[config.mk]
export PLATFORM = sky130hd
export DESIGN_NAME = line_position_weighted_average
export DESIGN_NICKNAME = d
export VERILOG_FILES = /design/src/rtl/core/lpwa_pkg.sv /design/src/rtl/core/lpwa_front.sv /design/src/rtl/core/lpwa_back.sv /design/src/rtl/core/line_position_weighted_average.sv
export SDC_FILE = /design/constraint.sdc
export NUM_CORES = 1
export LEC_CHECK = 0
export ABC_AREA = 1
export BUFFER_PORTS_ARGS = -buffer_cell sky130_fd_sc_hd__buf_2
export CAP_MARGIN = 20
export CORE_ASPECT_RATIO = 0.75
export CORE_MARGIN = 2
export CORE_UTILIZATION = 55
export CTS_BUF_LIST = sky130_fd_sc_hd__clkbuf_2
export DETAILED_ROUTE_END_ITERATION = 6
export PLACE_DENSITY = 0.7
export RECOVER_POWER = 100
export SYNTH_ARGS = -nofsm -noshare
export SYNTH_HDL_FRONTEND = slang
export SYNTH_SLANG_ARGS = --single-unit
[constraint.sdc]
create_clock -name clk -period 7.5 [get_ports clk]
set_input_delay 0.375 -clock clk [delete_from_list [all_inputs] [get_ports clk]]
set_output_delay 0.375 -clock clk [all_outputs]
set_load 0.02 [all_outputs]
[src/rtl/core/lpwa_pkg.sv]
package lpwa_pkg;

  localparam int NUM_SENSORS = 8;
  localparam int SNAP_W      = 8;
  localparam int WEIGHT_W    = 16;
  localparam int POS_W       = 11;
  localparam int COUNT_W     = 4;
  localparam int LOST_W      = 8;
  localparam int IDX_W       = 3;
  localparam int SUM_W       = 20;
  localparam int MAG_W       = 19;
  localparam int LIM_W       = 10;
  localparam int REM_W       = 4;
  localparam int ITER_W      = 5;
  localparam int SCALED_W    = 13;
  localparam int PROD_W      = 25;
  localparam int OUT_DATA_W  = 24;

  localparam int POS_LIMIT      = 1000;
  localparam int LOST_THRESHOLD = 3;
  localparam int LOST_MAX       = 255;
  localparam int LOST_SCALE_DEN = 5;

  // Dividing by five is a multiply by 3277 / 2^14; exact for dividends up to 6000.
  localparam int LOST_SCALE_RECIP = 3277;
  localparam int LOST_SCALE_SHIFT = 14;

  localparam logic [SNAP_W-1:0] SNAP_ALL_WHITE = 8'h00;
  localparam logic [SNAP_W-1:0] SNAP_ALL_BLACK = 8'hFF;

  typedef logic signed [WEIGHT_W-1:0] weight_t;
  typedef weight_t [NUM_SENSORS-1:0] weights_t;

  typedef struct packed {
    logic [SNAP_W-1:0]  snap;
    logic [COUNT_W-1:0] count;
  } item_t;

  typedef enum logic [2:0] {
    ST_IDLE,
    ST_ACCUM,
    ST_LOAD,
    ST_DIVIDE,
    ST_FINISH
  } back_state_t;

endpackage

[src/rtl/core/lpwa_front.sv]
module lpwa_front
  import lpwa_pkg::*;
#(
  parameter int QUEUE_DEPTH = 2
) (
  input  logic              clk,
  input  logic              rst,
  input  logic              s_axis_tvalid,
  output logic              s_axis_tready,
  input  logic [SNAP_W-1:0] s_axis_tdata,
  output logic              item_valid,
  input  logic              item_ready,
  output item_t             item
);

  localparam int PTR_W = (QUEUE_DEPTH > 1) ? $clog2(QUEUE_DEPTH) : 1;
  localparam int CNT_W = $clog2(QUEUE_DEPTH + 1);

  item_t              queue [QUEUE_DEPTH];
  logic [PTR_W-1:0]   wr_ptr;
  logic [PTR_W-1:0]   rd_ptr;
  logic [CNT_W-1:0]   fill;
  logic               push;
  logic               pop;
  item_t              in_item;

  always_comb begin
    in_item.snap  = s_axis_tdata;
    in_item.count = '0;
    for (int i = 0; i < SNAP_W; i++) begin
      in_item.count = in_item.count + COUNT_W'(s_axis_tdata[i]);
    end
  end

  assign s_axis_tready = (fill != CNT_W'(QUEUE_DEPTH));
  assign push          = s_axis_tvalid && s_axis_tready;
  assign item_valid    = (fill != '0);
  assign pop           = item_valid && item_ready;
  assign item          = queue[rd_ptr];

  always_ff @(posedge clk) begin
    if (push) begin
      queue[wr_ptr] <= in_item;
    end
  end

  always_ff @(posedge clk) begin
    if (rst) begin
      wr_ptr <= '0;
      rd_ptr <= '0;
      fill   <= '0;
    end else begin
      if (push) begin
        wr_ptr <= (wr_ptr == PTR_W'(QUEUE_DEPTH - 1)) ? '0 : wr_ptr + 1'b1;
      end
      if (pop) begin
        rd_ptr <= (rd_ptr == PTR_W'(QUEUE_DEPTH - 1)) ? '0 : rd_ptr + 1'b1;
      end
      if (push && !pop) begin
        fill <= fill + 1'b1;
      end else if (pop && !push) begin
        fill <= fill - 1'b1;
      end
    end
  end

endmodule

[src/rtl/core/lpwa_back.sv]
module lpwa_back
  import lpwa_pkg::*;
(
  input  logic                  clk,
  input  logic                  rst,
  input  weights_t              weights,
  input  logic                  item_valid,
  output logic                  item_ready,
  input  item_t                 item,
  output logic                  m_axis_tvalid,
  input  logic                  m_axis_tready,
  output logic [OUT_DATA_W-1:0] m_axis_tdata
);

  back_state_t               state;
  back_state_t               state_next;
  logic [SNAP_W-1:0]         snap;
  logic [COUNT_W-1:0]        count;
  logic [IDX_W-1:0]          bit_idx;
  logic signed [SUM_W-1:0]   sum;
  logic [MAG_W-1:0]          dvd;
  logic [REM_W-1:0]          rem;
  logic [COUNT_W-1:0]        dsr;
  logic                      neg;
  logic [ITER_W-1:0]         iter;
  logic [LOST_W-1:0]         lost_run;
  logic [LOST_W-1:0]         lost_run_next;
  logic signed [POS_W-1:0]   last_position;
  logic signed [POS_W-1:0]   pos;
  logic [LIM_W-1:0]          pos_mag;
  logic [LIM_W-1:0]          last_mag;
  logic [SCALED_W-1:0]       last_scaled;
  logic [PROD_W-1:0]         lost_prod;
  logic [REM_W-1:0]          rem_sh;
  logic                      rem_ge;
  logic signed [SUM_W-1:0]   weight_ext;
  logic                      out_free;
  logic                      finish;

  assign out_free = !m_axis_tvalid || m_axis_tready;

  always_ff @(posedge clk) begin
    if (rst) begin
      state <= ST_IDLE;
    end else begin
      state <= state_next;
    end
  end

  always_comb begin
    state_next = state;
    item_ready = 1'b0;
    finish     = 1'b0;
    unique case (state)
      ST_IDLE: begin
        item_ready = 1'b1;
        if (item_valid) begin
          state_next = (item.count == '0) ? ST_FINISH : ST_ACCUM;
        end
      end
      ST_ACCUM: begin
        if (bit_idx == IDX_W'(NUM_SENSORS - 1)) begin
          state_next = ST_LOAD;
        end
      end
      ST_LOAD: begin
        state_next = ST_DIVIDE;
      end
      ST_DIVIDE: begin
        if (iter == ITER_W'(MAG_W - 1)) begin
          state_next = ST_FINISH;
        end
      end
      ST_FINISH: begin
        if (out_free) begin
          finish     = 1'b1;
          state_next = ST_IDLE;
        end
      end
      default: state_next = ST_IDLE;
    endcase
  end

  assign weight_ext = {{(SUM_W - WEIGHT_W){weights[bit_idx][WEIGHT_W-1]}}, weights[bit_idx]};
  assign last_mag   = last_position[POS_W-1] ? LIM_W'(-last_position) : LIM_W'(last_position);
  assign last_scaled = (SCALED_W'(last_mag) << 2) + (SCALED_W'(last_mag) << 1);
  assign lost_prod  = PROD_W'(last_scaled) * PROD_W'(LOST_SCALE_RECIP);
  assign rem_sh     = {rem[REM_W-2:0], dvd[MAG_W-1]};
  assign rem_ge     = (rem_sh >= dsr);

  always_ff @(posedge clk) begin
    unique case (state)
      ST_IDLE: begin
        if (item_valid) begin
          snap    <= item.snap;
          count   <= item.count;
          sum     <= '0;
          bit_idx <= '0;
          rem     <= '0;
          iter    <= '0;
          neg     <= last_position[POS_W-1];
          dvd     <= MAG_W'(lost_prod[PROD_W-1:LOST_SCALE_SHIFT]);
        end
      end
      ST_ACCUM: begin
        if (snap[bit_idx]) begin
          sum <= sum + weight_ext;
        end
        bit_idx <= bit_idx + 1'b1;
      end
      ST_LOAD: begin
        neg <= sum[SUM_W-1];
        dsr <= count;
        dvd <= sum[SUM_W-1] ? MAG_W'(-sum) : MAG_W'(sum);
      end
      ST_DIVIDE: begin
        rem  <= rem_ge ? rem_sh - dsr : rem_sh;
        dvd  <= {dvd[MAG_W-2:0], rem_ge};
        iter <= iter + 1'b1;
      end
      default: begin
      end
    endcase
  end

  assign pos_mag = (dvd > MAG_W'(POS_LIMIT)) ? LIM_W'(POS_LIMIT) : dvd[LIM_W-1:0];
  assign pos     = neg ? -POS_W'(pos_mag) : POS_W'(pos_mag);

  always_comb begin
    if (count != '0) begin
      lost_run_next = '0;
    end else if (lost_run == LOST_W'(LOST_MAX)) begin
      lost_run_next = lost_run;
    end else begin
      lost_run_next = lost_run + 1'b1;
    end
  end

  always_ff @(posedge clk) begin
    if (rst) begin
      lost_run      <= '0;
      last_position <= '0;
      m_axis_tvalid <= 1'b0;
    end else begin
      if (finish) begin
        lost_run      <= lost_run_next;
        m_axis_tvalid <= 1'b1;
        if (count != '0) begin
          last_position <= pos;
        end
      end else if (m_axis_tready) begin
        m_axis_tvalid <= 1'b0;
      end
    end
  end

  always_ff @(posedge clk) begin
    if (finish) begin
      m_axis_tdata <= {6'b0,
                       (snap == SNAP_ALL_BLACK),
                       (snap == SNAP_ALL_WHITE),
                       (lost_run_next >= LOST_W'(LOST_THRESHOLD)),
                       count,
                       pos};
    end
  end

endmodule

[src/rtl/core/line_position_weighted_average.sv]
// Line position estimator for an 8-sensor line follower.
// The input stream carries one sensor snapshot per transaction; bit i of
// s_axis_tdata is set when sensor i sees the line. The output stream
// carries one result per snapshot, in order: the signed position, the
// number of active sensors and the lost, all-white and all-black flags.
// The eight signed sensor weights are written through the cfg_wr_en,
// cfg_index and cfg_data port; the user must write them only while the
// block is idle, as the block itself does not enforce it. A snapshot
// with any sensor set passes the input queue, accumulates the weights one
// sensor at a time, loads the divider, runs the one-bit-per-cycle restoring
// divider and raises m_axis_tvalid with the registered result. A snapshot
// with no sensor set scales the stored position by a constant multiply
// instead. The back end takes a new snapshot only after the last result is registered.
// A small input queue keeps accepting snapshots while a result waits on a
// stalled receiver; when the queue is full, s_axis_tready falls.
// Reset restores the default weights, clears the queue, the stored last
// position and the lost counter, and drops m_axis_tvalid.
module line_position_weighted_average
  import lpwa_pkg::*;
#(
  parameter int QUEUE_DEPTH = 2
) (
  input  logic                    clk,
  input  logic                    rst,
  input  logic                    s_axis_tvalid,
  output logic                    s_axis_tready,
  // line_states[7:0]
  input  logic [SNAP_W-1:0]       s_axis_tdata,
  output logic                    m_axis_tvalid,
  input  logic                    m_axis_tready,
  // position[10:0], active_count[14:11], line_lost[15], all_white[16],
  // all_black[17], zero fill[23:18]
  output logic [OUT_DATA_W-1:0]   m_axis_tdata,
  input  logic                    cfg_wr_en,
  input  logic [IDX_W-1:0]        cfg_index,
  input  logic [WEIGHT_W-1:0]     cfg_data
);

  weights_t weights;
  logic     item_valid;
  logic     item_ready;
  item_t    item;

  always_ff @(posedge clk) begin
    if (rst) begin
      weights[0] <= -WEIGHT_W'(1000);
      weights[1] <= -WEIGHT_W'(700);
      weights[2] <= -WEIGHT_W'(400);
      weights[3] <= -WEIGHT_W'(100);
      weights[4] <= WEIGHT_W'(100);
      weights[5] <= WEIGHT_W'(400);
      weights[6] <= WEIGHT_W'(700);
      weights[7] <= WEIGHT_W'(1000);
    end else if (cfg_wr_en) begin
      weights[cfg_index] <= cfg_data;
    end
  end

  lpwa_front #(
    .QUEUE_DEPTH (QUEUE_DEPTH)
  ) u_front (
    .clk           (clk),
    .rst           (rst),
    .s_axis_tvalid (s_axis_tvalid),
    .s_axis_tready (s_axis_tready),
    .s_axis_tdata  (s_axis_tdata),
    .item_valid    (item_valid),
    .item_ready    (item_ready),
    .item          (item)
  );

  lpwa_back u_back (
    .clk           (clk),
    .rst           (rst),
    .weights       (weights),
    .item_valid    (item_valid),
    .item_ready    (item_ready),
    .item          (item),
    .m_axis_tvalid (m_axis_tvalid),
    .m_axis_tready (m_axis_tready),
    .m_axis_tdata  (m_axis_tdata)
  );

endmodule
==> metrics <==
Antenna Nets Post-Route=0; CTS Buf Count=68; die area=between 30000 and 40000 sq um; I/O pin count=58; WP data required=between 8 and 9 ns; Final setup viols=0; dpl hpwl=between 30 and 40 mm; pre-CTS setup slack=0.591 ns; pin count of the biggest net entering global routing=between 100 and 150; Post-route DRC=0; Mapped Area=roughly 17000 sq um; Post-Route WL=roughly 42 mm; Max Slew Vio Count=202; clock root cell=clkbuf_2; Seq cells post-synth=approximately 270; vias per cell=approximately 5.5; Die Span X=roughly 200 um; LEAKAGE=8.53 nW; clk_skew=about 0.13 ns; Netlist cell types=53; Worst-Skew Late Latency=between 0.9 and 1 ns; Area growth, synth to finish=8.51%; PortBufs=51; vias in the first global route=13800; HP Class=in -> reg; family with the most delay on the worst path=adder cells; fin util=60.2%; run status=finished, violations left; GR Util All Layers=approximately 27%; CP max FO=7; Max Root-Sink Buffers=3; clk sinks=roughly 270; drt first pass iters=5; CTS tree=yes; proportion of layout cells with a drive suffix above 1=about 8.9%; Avg Cell Area, Syn=about 7.8 sq um; H-tree depth=3; vias=about 15000; routability cong.=roughly 0.91; critical hold path startpoint=cfg_index[1]; fill count=between 2000 and 3000; number of antenna violations at the first check in global routing=1; Tcrit/Tclk final=slightly above 90%; fraction of registers with async set/reset=0%; worst r2r src=u_back.last_position[1]$_SDFFE_PP0P_; crit path from=u_back.last_position[1]$_SDFFE_PP0P_; total grt overflow=0; Max-slew headroom=-181%; Worst IR Drop VDD=between 0.00015 and 0.0002 V; critical path's largest stage delay=~0.56 ns; PD cells=~340 nW/um^2; worst slew pin tran=roughly 4.2 ns; Final Hold Viols=0; Initial Util=between 50% and 60%; Max Fclk=between 100 and 150 MHz; row count=55; Final min period=a little under 7 ns; CP endpoint kind=flop; cell mode on critical path=nand2_1; setup ws final=roughly 0.55 ns; WL/cell=approximately 16 um; DR iter-0 viols=approximately 1400; ys flop type=dfxtp_1; Warnings, synthesis=0; register area share after synthesis=around 39%; failing checks=capacitance limit, slew limit; Final #Nets=~2400; Die Y=154 um; Crit Path Class=reg -> reg; Worst Path Arrival=between 7 and 8 ns; Post-Syn Instances=approximately 2100; crit path launch type=flop; critical path buffer and inverter count=4; first-pass GRT wire length=~70 mm; number of synthesized flops with an enable pin=roughly 110; critical path's slowest cell=fa_1; Placeable Area=between 20000 and 30000 sq um; clk slew on worst S/H paths=0.12 ns; Max Cap Viol=3
==> through the flow <==
step | cell area [sq um] | hold WS, ns | power [mW] | std cells | setup TNS (ns)
final | 18000 | 0.126 | 6.04 | 2672 | 0
after global routing | 18000 | 0.128 | 6.57 | 2671 | -0.0159
after CTS | 18100 | 0.0614 | 6.05 | 2665 | 0
after detailed placement | 17100 | 0.437 | 5.00 | 2511 | 0
after global placement | 17100 | 0.432 | 4.93 | 2511 | 0
after floorplan | 16600 | 0.424 | 4.21 | 2132 | 0
==> cell usage after synthesis, types with 2 or more instances <==
| cell type | n | area share (%) |
|---|---|---|
| o21bai_1 | 3 | 0.14 |
| a21o_1 | 5 | 0.23 |
| clkbuf_1 | 58 | 1.3 |
| a22oi_1 | 4 | 0.18 |
| buf_4 | 6 | 0.27 |
| and2_1 | 2 | 0.075 |
| nand3_2 | 6 | 0.36 |
| dfxtp_1 | 156 | 19 |
| ha_1 | 126 | 9.5 |
| a211oi_1 | 3 | 0.14 |
| nand2_1 | 310 | 7.0 |
| or2_2 | 3 | 0.11 |
| xnor2_1 | 11 | 0.58 |
| o31ai_1 | 5 | 0.23 |
| nand3_1 | 108 | 3.3 |
| o21ai_2 | 4 | 0.21 |
| nor4_1 | 4 | 0.15 |
| o21a_1 | 3 | 0.14 |
| o221ai_1 | 4 | 0.21 |
| nor3_2 | 6 | 0.36 |
| nand2_4 | 3 | 0.20 |
| inv_2 | 11 | 0.25 |
| o31ai_2 | 2 | 0.15 |
| xor2_1 | 20 | 1.1 |
| fa_1 | 45 | 5.4 |
| buf_1 | 6 | 0.14 |
| buf_2 | 7 | 0.21 |
| nor2_1 | 353 | 8.0 |
| clkbuf_2 | 14 | 0.42 |
| a21oi_1 | 109 | 3.3 |
| nand2_2 | 8 | 0.30 |
| edfxtp_1 | 109 | 20 |
| a31oi_1 | 20 | 0.75 |
| o21ai_0 | 240 | 7.2 |
| mux2_2 | 12 | 0.81 |
| nand4_1 | 9 | 0.34 |
| nor3_1 | 15 | 0.45 |
| nor2_2 | 11 | 0.41 |
| inv_1 | 263 | 5.9 |
| o211ai_1 | 3 | 0.14 |
| o22ai_1 | 19 | 0.72 |
| o21ai_1 | 10 | 0.30 |
==> worst paths after layout <==
kind	cells past startpoint	slack, ns	endpoint
setup reg to reg	34	0.55	u_back.dvd[10]$_DFFE_PP_
hold / removal	7	0.13	weights[84]$_SDFFE_PP1P_
hold reg to reg	2	0.46	weights[51]$_SDFFE_PP1P_
setup / recovery	34	0.55	u_back.dvd[10]$_DFFE_PP_
==> flip-flops by register name (all words and copies together) (netlist names), 5 cells and up, named ones only <==
signal	flops
u_back.dvd	19
u_back.iter	5
u_back.last_position	11
u_back.lost_run	8
u_back.m_axis_tdata	18
u_back.snap	8
u_back.sum	20
u_front.queue	24
weights	128
==> area by class of cell <==
cell class	instances	area, sq um	share of cell area (%)
tap	399	499	2.77
multi-input combinational	1501	8780	48.7
clock inverter	21	120	0.667
inverter	275	1030	5.74
antenna	2	5.00	0.0278
clock buffer	101	505	2.81
timing repair buffer	108	676	3.75
sequential	265	6400	35.5
==> power breakdown <==
group          internal, mW  switching (mW)
registers              1.89           0.226
logic                 0.946            1.97
clock network         0.397           0.616
total                  3.23            2.81
==> routing by layer <==
layer	part of all wire (%)	GRT usage (%)
met1	49	41.2
met2	43	40.7
met3	7.0	4.74
met4	1.6	6.83
met5	0	0
==> placed cells by master (no fill, tap or decap), types with 6 or more instances in the layout <==
cell type      count
nand4_1            9
clkbuf_1          44
mux2_2             8
o31ai_1            6
nand2_1          310
dlygate4sd3_1     32
conb_1             6
buf_4             12
nor3_2             6
inv_1            261
nor2_1           355
a31oi_1           20
nand3_2            6
xnor2_1           11
xor2_1            20
o22ai_1           19
edfxtp_1         109
inv_2             14
fa_1              45
clkinv_1          14
nand2_2            8
clkbuf_2         101
a21oi_1          109
nor3_1            15
ha_1             126
nor2_2             9
dfxtp_1          155
buf_2             20
nand3_1          108
o21ai_0          251
==> worst min-delay path, stage by stage <==
cell	delay, ns
buf_2	0.11
nor2_1	0.05
inv_1	0.06
nor2_1	0.04
buf_4	0.19
nand2_1	0.08
nand3_1	0.07
==> cell families after synthesis <==
family | count (synthesis) | share of synthesized area (%)
xor+xnor | 31 | 1.63
mux | 12 | 0.814
compound gates | 439 | 14.3
fa+ha+maj | 171 | 14.9
flops | 265 | 38.5
buf+inv | 366 | 8.57
other cells | 1 | 0.0226
simple gates | 842 | 21.2
==> what timing repair did <==
action / 4_1_cts / 5_1_grt
hold buffers: 32 / 0
hold endpoints to repair: 156 / 0
resized for setup: 0 / 2
setup buffers: 0 / 2
endpoints found under the setup margin: 0 / 1
(Power assumes the default switching activity.)
